--- config.mk ---
export PLATFORM = sky130hd
export DESIGN_NAME = sha256_stream_hasher_unit_flat
export DESIGN_NICKNAME = d
export VERILOG_FILES = /design/src/hw/rtl/sha_pkg.sv /design/src/hw/rtl/sha_if.sv /design/src/hw/rtl/sha_round.sv /design/src/hw/rtl/sha_pad.sv /design/src/hw/rtl/sha256_stream_hasher_unit.sv /design/src/flat_wrapper.sv
export SDC_FILE = /design/constraint.sdc
export NUM_CORES = 2
export LEC_CHECK = 0
export ABC_AREA = 1
export BUFFER_PORTS_ARGS = -buffer_cell sky130_fd_sc_hd__buf_2
export CAP_MARGIN = 20
export CELL_PAD_IN_SITES_DETAIL_PLACEMENT = 1
export CELL_PAD_IN_SITES_GLOBAL_PLACEMENT = 2
export CORE_ASPECT_RATIO = 1.4
export CORE_MARGIN = 2
export CORE_UTILIZATION = 39
export CTS_CLUSTER_DIAMETER = 30
export DETAILED_ROUTE_END_ITERATION = 8
export PLACE_DENSITY_LB_ADDON = 0.1
export SLEW_MARGIN = 40
export SYNTH_ARGS = -nofsm -noshare
export SYNTH_HDL_FRONTEND = slang
export SYNTH_SLANG_ARGS = --single-unit
--- constraint.sdc ---
create_clock -name clk -period 7.73 [get_ports clk]
set_clock_uncertainty 0.15 [all_clocks]
set_input_delay 0.3865 -clock clk [delete_from_list [all_inputs] [get_ports clk]]
set_output_delay 0.3865 -clock clk [all_outputs]
set_load 0.05 [all_outputs]
--- src/hw/rtl/sha_pkg.sv ---
// ----------------------------------------------------------------------------
// sha_pkg
// Types, constants and round constant table for the SHA-256 stream hasher.
// ----------------------------------------------------------------------------
package sha_pkg;

  typedef logic [31:0] word_t;
  typedef word_t [7:0] hash_t;
  typedef word_t [15:0] window_t;

  typedef enum logic [4:0] {
    ST_IDLE  = 5'b00001,
    ST_ROUND = 5'b00010,
    ST_ADD   = 5'b00100,
    ST_PAD   = 5'b01000,
    ST_EMIT  = 5'b10000
  } state_t;

  typedef struct packed {
    window_t words;
    logic    extra_block;
  } pad_res_t;

  localparam hash_t HASH_INIT = {
    32'h5be0cd19, 32'h1f83d9ab, 32'h9b05688c, 32'h510e527f,
    32'ha54ff53a, 32'h3c6ef372, 32'hbb67ae85, 32'h6a09e667
  };

  localparam logic [5:0] LAST_ROUND = 6'd63;
  localparam logic [5:0] LAST_BYTE  = 6'd63;
  localparam logic [5:0] PAD_LIMIT  = 6'd56;
  localparam logic [2:0] LAST_WORD  = 3'd7;
  localparam logic [7:0] PAD_MARK   = 8'h80;

  function automatic word_t rotr(input word_t x, input int unsigned n);
    return (x >> n) | (x << (32 - n));
  endfunction

  function automatic word_t round_k(input logic [5:0] idx);
    word_t k;
    unique case (idx)
      6'd0:  k = 32'h428a2f98;  6'd1:  k = 32'h71374491;
      6'd2:  k = 32'hb5c0fbcf;  6'd3:  k = 32'he9b5dba5;
      6'd4:  k = 32'h3956c25b;  6'd5:  k = 32'h59f111f1;
      6'd6:  k = 32'h923f82a4;  6'd7:  k = 32'hab1c5ed5;
      6'd8:  k = 32'hd807aa98;  6'd9:  k = 32'h12835b01;
      6'd10: k = 32'h243185be;  6'd11: k = 32'h550c7dc3;
      6'd12: k = 32'h72be5d74;  6'd13: k = 32'h80deb1fe;
      6'd14: k = 32'h9bdc06a7;  6'd15: k = 32'hc19bf174;
      6'd16: k = 32'he49b69c1;  6'd17: k = 32'hefbe4786;
      6'd18: k = 32'h0fc19dc6;  6'd19: k = 32'h240ca1cc;
      6'd20: k = 32'h2de92c6f;  6'd21: k = 32'h4a7484aa;
      6'd22: k = 32'h5cb0a9dc;  6'd23: k = 32'h76f988da;
      6'd24: k = 32'h983e5152;  6'd25: k = 32'ha831c66d;
      6'd26: k = 32'hb00327c8;  6'd27: k = 32'hbf597fc7;
      6'd28: k = 32'hc6e00bf3;  6'd29: k = 32'hd5a79147;
      6'd30: k = 32'h06ca6351;  6'd31: k = 32'h14292967;
      6'd32: k = 32'h27b70a85;  6'd33: k = 32'h2e1b2138;
      6'd34: k = 32'h4d2c6dfc;  6'd35: k = 32'h53380d13;
      6'd36: k = 32'h650a7354;  6'd37: k = 32'h766a0abb;
      6'd38: k = 32'h81c2c92e;  6'd39: k = 32'h92722c85;
      6'd40: k = 32'ha2bfe8a1;  6'd41: k = 32'ha81a664b;
      6'd42: k = 32'hc24b8b70;  6'd43: k = 32'hc76c51a3;
      6'd44: k = 32'hd192e819;  6'd45: k = 32'hd6990624;
      6'd46: k = 32'hf40e3585;  6'd47: k = 32'h106aa070;
      6'd48: k = 32'h19a4c116;  6'd49: k = 32'h1e376c08;
      6'd50: k = 32'h2748774c;  6'd51: k = 32'h34b0bcb5;
      6'd52: k = 32'h391c0cb3;  6'd53: k = 32'h4ed8aa4a;
      6'd54: k = 32'h5b9cca4f;  6'd55: k = 32'h682e6ff3;
      6'd56: k = 32'h748f82ee;  6'd57: k = 32'h78a5636f;
      6'd58: k = 32'h84c87814;  6'd59: k = 32'h8cc70208;
      6'd60: k = 32'h90befffa;  6'd61: k = 32'ha4506ceb;
      6'd62: k = 32'hbef9a3f7;  6'd63: k = 32'hc67178f2;
    endcase
    return k;
  endfunction

endpackage

--- src/hw/rtl/sha_if.sv ---
// ----------------------------------------------------------------------------
// sha_in_if / sha_out_if
// Valid/ready channels for message bytes and digest words.
// ----------------------------------------------------------------------------
interface sha_in_if;
  logic       valid;
  logic       ready;
  logic [7:0] msg_byte;
  logic       has_byte;
  logic       end_of_message;

  modport source(output valid, msg_byte, has_byte, end_of_message, input ready);
  modport sink(input valid, msg_byte, has_byte, end_of_message, output ready);
endinterface

interface sha_out_if;
  logic        valid;
  logic        ready;
  logic [31:0] digest_word;
  logic [2:0]  word_index;
  logic        digest_last;

  modport source(output valid, digest_word, word_index, digest_last, input ready);
  modport sink(input valid, digest_word, word_index, digest_last, output ready);
endinterface

--- src/hw/rtl/sha_round.sv ---
// ----------------------------------------------------------------------------
// sha_round
// One SHA-256 compression round plus the next message schedule word.
// ----------------------------------------------------------------------------
module sha_round (
  input  sha_pkg::hash_t   v,
  input  sha_pkg::window_t w,
  input  sha_pkg::word_t   k,
  output sha_pkg::hash_t   v_next,
  output sha_pkg::word_t   w_new
);
  import sha_pkg::*;

  word_t big1, ch, t1, big0, maj, t2, sig0, sig1;

  always_comb begin
    big1 = rotr(v[4], 6) ^ rotr(v[4], 11) ^ rotr(v[4], 25);
    ch   = (v[4] & v[5]) ^ (~v[4] & v[6]);
    t1   = v[7] + big1 + ch + k + w[0];
    big0 = rotr(v[0], 2) ^ rotr(v[0], 13) ^ rotr(v[0], 22);
    maj  = (v[0] & v[1]) ^ (v[0] & v[2]) ^ (v[1] & v[2]);
    t2   = big0 + maj;

    v_next[0] = t1 + t2;
    v_next[1] = v[0];
    v_next[2] = v[1];
    v_next[3] = v[2];
    v_next[4] = v[3] + t1;
    v_next[5] = v[4];
    v_next[6] = v[5];
    v_next[7] = v[6];

    sig0  = rotr(w[1], 7) ^ rotr(w[1], 18) ^ (w[1] >> 3);
    sig1  = rotr(w[14], 17) ^ rotr(w[14], 19) ^ (w[14] >> 10);
    w_new = sig1 + w[9] + sig0 + w[0];
  end

endmodule

--- src/hw/rtl/sha_pad.sv ---
// ----------------------------------------------------------------------------
// sha_pad
// Builds a padded block: end marker, zero fill and, when it fits, the 64-bit bit length.
// ----------------------------------------------------------------------------
module sha_pad (
  input  sha_pkg::window_t w,
  input  logic [5:0]       fill,
  input  logic             marker_done,
  input  logic [63:0]      bit_len,
  output sha_pkg::pad_res_t res
);
  import sha_pkg::*;

  always_comb begin
    logic [5:0] pos;
    pos = '0;
    res.words = w;
    for (int j = 0; j < 16; j++) begin
      for (int b = 0; b < 4; b++) begin
        pos = 6'(j * 4 + b);
        if (marker_done || pos > fill) begin
          res.words[j][8*(3-b) +: 8] = 8'h00;
        end else if (pos == fill) begin
          res.words[j][8*(3-b) +: 8] = PAD_MARK;
        end
      end
    end
    // marker lands in the length field: length goes in a further block
    res.extra_block = !marker_done && (fill >= PAD_LIMIT);
    if (!res.extra_block) begin
      res.words[14] = bit_len[63:32];
      res.words[15] = bit_len[31:0];
    end
  end

endmodule

--- src/hw/rtl/sha256_stream_hasher_unit.sv ---
// ----------------------------------------------------------------------------
// sha256_stream_hasher_unit
// Byte-stream SHA-256 with one shared round unit under a small sequencer.
// ----------------------------------------------------------------------------
// Flow: one byte per cycle while idle; a byte that completes a block starts 64 rounds
//   through the single round unit, then a chaining add; no byte is taken meanwhile.
// End mark: a pad step, the rounds and the add, again when padding spills into a
//   second block, then 8 digest words, one per cycle while the sink is ready.
// Throughput is set by the shared round unit: input is ready only in idle.
// Reset: synchronous, active low; initial hash and zero byte count, no clearing pass.
module sha256_stream_hasher_unit (
  input  logic   clk,
  input  logic   rst_n,
  sha_in_if.sink    in_ch,
  sha_out_if.source out_ch
);
  import sha_pkg::*;

  state_t      state_r, state_nxt;
  hash_t       chain_r, chain_nxt;
  hash_t       v_r, v_nxt;
  window_t     w_r, w_nxt;
  logic [5:0]  rnd_r, rnd_nxt;
  logic [63:0] byte_total_r, byte_total_nxt;
  logic [2:0]  idx_r, idx_nxt;
  logic        pend_pad_r, pend_pad_nxt;
  logic        final_r, final_nxt;
  logic        marker_r, marker_nxt;

  hash_t       v_round;
  word_t       w_new;
  pad_res_t    pad_res;
  logic [5:0]  fill;

  assign fill = byte_total_r[5:0];

  sha_round u_round (
    .v      (v_r),
    .w      (w_r),
    .k      (round_k(rnd_r)),
    .v_next (v_round),
    .w_new  (w_new)
  );

  sha_pad u_pad (
    .w           (w_r),
    .fill        (fill),
    .marker_done (marker_r),
    .bit_len     ({byte_total_r[60:0], 3'b000}),
    .res         (pad_res)
  );

  assign in_ch.ready        = (state_r == ST_IDLE);
  assign out_ch.valid       = (state_r == ST_EMIT);
  assign out_ch.digest_word = chain_r[idx_r];
  assign out_ch.word_index  = idx_r;
  assign out_ch.digest_last = (idx_r == LAST_WORD);

  always_comb begin
    state_nxt      = state_r;
    chain_nxt      = chain_r;
    v_nxt          = v_r;
    w_nxt          = w_r;
    rnd_nxt        = rnd_r;
    byte_total_nxt = byte_total_r;
    idx_nxt        = idx_r;
    pend_pad_nxt   = pend_pad_r;
    final_nxt      = final_r;
    marker_nxt     = marker_r;

    unique case (state_r)
      ST_IDLE: begin
        if (in_ch.valid) begin
          if (in_ch.has_byte) begin
            unique case (fill[1:0])
              2'd0: w_nxt[fill[5:2]][31:24] = in_ch.msg_byte;
              2'd1: w_nxt[fill[5:2]][23:16] = in_ch.msg_byte;
              2'd2: w_nxt[fill[5:2]][15:8]  = in_ch.msg_byte;
              2'd3: w_nxt[fill[5:2]][7:0]   = in_ch.msg_byte;
            endcase
            byte_total_nxt = byte_total_r + 64'd1;
            if (fill == LAST_BYTE) begin
              state_nxt    = ST_ROUND;
              v_nxt        = chain_r;
              rnd_nxt      = '0;
              pend_pad_nxt = in_ch.end_of_message;
              final_nxt    = 1'b0;
            end else if (in_ch.end_of_message) begin
              state_nxt = ST_PAD;
            end
          end else if (in_ch.end_of_message) begin
            state_nxt = ST_PAD;
          end
        end
      end
      ST_ROUND: begin
        v_nxt = v_round;
        for (int i = 0; i < 15; i++) begin
          w_nxt[i] = w_r[i+1];
        end
        w_nxt[15] = w_new;
        rnd_nxt   = rnd_r + 6'd1;
        if (rnd_r == LAST_ROUND) begin
          state_nxt = ST_ADD;
        end
      end
      ST_ADD: begin
        for (int i = 0; i < 8; i++) begin
          chain_nxt[i] = chain_r[i] + v_r[i];
        end
        if (final_r) begin
          state_nxt = ST_EMIT;
          idx_nxt   = '0;
        end else if (pend_pad_r) begin
          state_nxt    = ST_PAD;
          pend_pad_nxt = 1'b0;
        end else begin
          state_nxt = ST_IDLE;
        end
      end
      ST_PAD: begin
        w_nxt     = pad_res.words;
        v_nxt     = chain_r;
        rnd_nxt   = '0;
        state_nxt = ST_ROUND;
        if (pad_res.extra_block) begin
          marker_nxt   = 1'b1;
          pend_pad_nxt = 1'b1;
          final_nxt    = 1'b0;
        end else begin
          pend_pad_nxt = 1'b0;
          final_nxt    = 1'b1;
        end
      end
      ST_EMIT: begin
        if (out_ch.ready) begin
          idx_nxt = idx_r + 3'd1;
          if (idx_r == LAST_WORD) begin
            state_nxt      = ST_IDLE;
            chain_nxt      = HASH_INIT;
            byte_total_nxt = '0;
            marker_nxt     = 1'b0;
            final_nxt      = 1'b0;
            pend_pad_nxt   = 1'b0;
          end
        end
      end
      default: state_nxt = ST_IDLE;
    endcase
  end

  always_ff @(posedge clk) begin
    if (!rst_n) begin
      state_r      <= ST_IDLE;
      chain_r      <= HASH_INIT;
      rnd_r        <= '0;
      byte_total_r <= '0;
      idx_r        <= '0;
      pend_pad_r   <= 1'b0;
      final_r      <= 1'b0;
      marker_r     <= 1'b0;
    end else begin
      state_r      <= state_nxt;
      chain_r      <= chain_nxt;
      rnd_r        <= rnd_nxt;
      byte_total_r <= byte_total_nxt;
      idx_r        <= idx_nxt;
      pend_pad_r   <= pend_pad_nxt;
      final_r      <= final_nxt;
      marker_r     <= marker_nxt;
    end
  end

  always_ff @(posedge clk) begin
    v_r <= v_nxt;
    w_r <= w_nxt;
  end

endmodule

--- src/flat_wrapper.sv ---
// flat-port wrapper written by rule: the top's interface ports become plain ports
module sha256_stream_hasher_unit_flat import sha_pkg::*;
  (clk, rst_n, in_ch_valid, in_ch_msg_byte, in_ch_has_byte, in_ch_end_of_message, in_ch_ready, out_ch_valid, out_ch_digest_word, out_ch_word_index, out_ch_digest_last, out_ch_ready);
  sha_in_if in_ch_i ();
  sha_out_if out_ch_i ();
  input  logic clk;
  input  logic rst_n;
  input wire logic [$bits(in_ch_i.valid)-1:0] in_ch_valid;
  input wire logic [$bits(in_ch_i.msg_byte)-1:0] in_ch_msg_byte;
  input wire logic [$bits(in_ch_i.has_byte)-1:0] in_ch_has_byte;
  input wire logic [$bits(in_ch_i.end_of_message)-1:0] in_ch_end_of_message;
  output wire logic [$bits(in_ch_i.ready)-1:0] in_ch_ready;
  output wire logic [$bits(out_ch_i.valid)-1:0] out_ch_valid;
  output wire logic [$bits(out_ch_i.digest_word)-1:0] out_ch_digest_word;
  output wire logic [$bits(out_ch_i.word_index)-1:0] out_ch_word_index;
  output wire logic [$bits(out_ch_i.digest_last)-1:0] out_ch_digest_last;
  input wire logic [$bits(out_ch_i.ready)-1:0] out_ch_ready;
  assign in_ch_i.valid = in_ch_valid;
  assign in_ch_i.msg_byte = in_ch_msg_byte;
  assign in_ch_i.has_byte = in_ch_has_byte;
  assign in_ch_i.end_of_message = in_ch_end_of_message;
  assign in_ch_ready = in_ch_i.ready;
  assign out_ch_valid = out_ch_i.valid;
  assign out_ch_digest_word = out_ch_i.digest_word;
  assign out_ch_word_index = out_ch_i.word_index;
  assign out_ch_digest_last = out_ch_i.digest_last;
  assign out_ch_i.ready = out_ch_ready;
  sha256_stream_hasher_unit u_core (.clk(clk), .rst_n(rst_n), .in_ch(in_ch_i), .out_ch(out_ch_i));
endmodule
==> metrics.txt <==
total global routing overflow=0; critical setup path kind=reg2reg; initial antenna violation count=33; Synth Instances=about 12000; Chip Width=409 um; Antenna Nets Post-Route=0; Post-synth EDFFs=approximately 770; Total Neg Setup Slack=0 ns; Longest Clk Path Bufs=4; Top FF cell, synth=edfxtp_1; Ys Warns=0; vias in the first global route=roughly 100k; Critical Path Fanout Max=5; Max Cap Viol=0; syn_nets=about 13000; # nets final=12827; slowest CP cell=fa_1; gr usage total=a little over two fifths; GPL Wtd Cong=between 1 and 1.5; HPWL after DPL=405000 um; # DRC=0; post-DR vias/cell=~6.3; status=finished, final reports clean; largest net degree at the start of global routing=~150; PnR worst setup slack=0.234 ns; Hold WC Path Type=in2reg; DRT iter0 DRCs=roughly 9000; Cell Rows=roughly 210; # IOs=52; Critical Path RT=roughly 8.2 ns; Setup Fix Bufs, Post-CTS=0; Buffers on Ports=51; Syn-to-layout area delta=17.3%; first-pass GRT wire length=739000 um; final-report setup violation count=0; fraction of registers with async set/reset=0%; vias after detailed routing=~97000; Clock Sinks=1134; leading cell type in the layout, fill and taps excluded=nand2_1; Final min period=about 7.5 ns; post-route cell area=105000 um^2; Mapped Area=between 80000 and 90000 um^2; FMAX=0.133 GHz; Rel. slew slack=33.3%; placed inst area=93500 um^2; Avg Cell Area, Syn=approximately 7.3 um^2; die height=about 570 um; CP max stage delay=roughly 0.53 ns; commonest cells after routing, fill and taps aside=2724 x nand2_1, 1365 x inv_1, 1101 x o21ai_0, 1003 x a21oi_1, 905 x nor2_1; area of the multi-input gates=around 52000 um^2; CTS HTree Levels=5; initial core utilization=just under 40%; DRT Pass-1 Iters=6; Hold Vio Cnt, Final=0; share of layout cells above drive strength 1=8.14%; Num CTS Buffers=320; Crit path arrival time=7.95 ns; fill count=about 28000; WL/cell=34.0 um; Crit path max-delay family=adder cells; clock-pin slew on the worst setup and hold paths=0.05 ns; post-synthesis sequential area ratio=approximately 34%; core area=229000 um^2; number of library cell types mapped by synthesis=65; register area=around 30000 um^2; max-slew violations=0; drt total wl=roughly 530000 um; clock latency on the worst-skew pair=roughly 0.91 ns; Period Utilization, post-route=97.0%; most used cell, CP=nand2_1; Worst setup SP type=flip-flop; die area=233000 um^2; Seq cells post-synth=1134; DP Worst Slack=0.259 ns; Slew @ Worst Pin=0.991 ns; Worst Setup End Kind=flip-flop; worst hold slack=roughly 0.19 ns; CTS root buf=clkbuf_16; critical path buffer and inverter count=7; CTS tree=yes
area by class of cell:
class,count,share of cell area [%]
Clock inverter,173,1.99
Multi-Input combinational cell,9043,49.2
Sequential cell,1134,29.0
Tap cell,3045,3.63
Inverter,1411,5.08
Timing Repair Buffer,313,2.41
Antenna cell,51,0.122
Clock buffer,412,8.58
logic make-up (layout without fill, tap and decap cells):
logic type | after synthesis | after routing | share of synthesized area, %
buffers and inverters | 2065 | 2309 | 8.78
XOR/XNOR | 356 | 356 | 3.48
other | 0 | 51 | 0
adder cells (fa/ha/maj) | 590 | 590 | 9.89
AO/OA/AOI/OAI | 3359 | 3359 | 21.9
flip-flops | 1134 | 1134 | 34.0
AND/OR/NAND/NOR | 4738 | 4738 | 22.0
routing by layer:
metal / track usage (%) / part of all wire, %
met5: 0 / 0.019
met4: 49.0 / 14
met3: 7.93 / 6.5
met2: 75.3 / 48
met1: 42.4 / 32
Yosys cell counts (26+ instances only):
master    number  area share [%]
xor2_1       204             2.0
buf_2         49            0.27
nor3_1       102            0.57
a22oi_1      142             1.2
o221ai_1      72            0.70
buf_1         49            0.21
a211oi_1      32            0.27
o22ai_1      340             2.4
o21a_1        46            0.39
o21bai_1      33            0.28
a21o_1        70            0.59
or2_2         26            0.18
xnor2_1      152             1.5
nor2_1       949             4.0
a32o_1        54            0.60
clkbuf_1     544             2.3
nand3_1      666             3.7
nand3b_1      47            0.39
inv_1       1371             5.8
o211ai_1     201             1.7
a21oi_1     1017             5.7
a32oi_1       28            0.27
inv_2         29            0.12
nand2_1     2728              11
edfxtp_1     768              26
fa_1         195             4.4
ha_1         395             5.5
o21ai_0     1130             6.3
nand4_1      148             1.0
a31oi_1       87            0.61
dfxtp_1      366             8.2
worst register-to-register path, delay by kind of cell (launching register included):
family	cells	cell delay, ns
buf+inv	7	0.78
fa+ha+maj	7	2.81
simple gates	9	1.14
flops	1	0.42
compound gates	5	1.26
xor+xnor	3	0.63
final timing paths:
check | startpoint | endpoint | slack, ns | depth (start not counted)
worst max-delay path | u_core.v_r[140] | u_core.v_r[18] | 0.23 | 31
worst min-delay path | in_ch_msg_byte[2] | flip-flop | 0.19 | 4
worst max register to register | u_core.v_r[140] | u_core.v_r[18] | 0.23 | 31
worst min register to register | u_core.byte_total_r[40] | u_core.byte_total_r[40] | 0.34 | 1
what timing repair did:
item                       4_1_cts  5_1_grt
hold endpoints to repair        10        0
resized for setup                0       16
hold buffers                     4        0
setup endpoints to repair        0       16
metrics by stage:
step	cells	util, %
floorplan	12242	-
global placement	14934	40.7
detailed placement	14941	40.9
CTS	15530	45.8
global route	15571	45.9
finish	15582	45.9
Power is left out: the tool's default activity adds up to more than one toggle a clock period on the data nets, which glitch-free logic cannot reach.
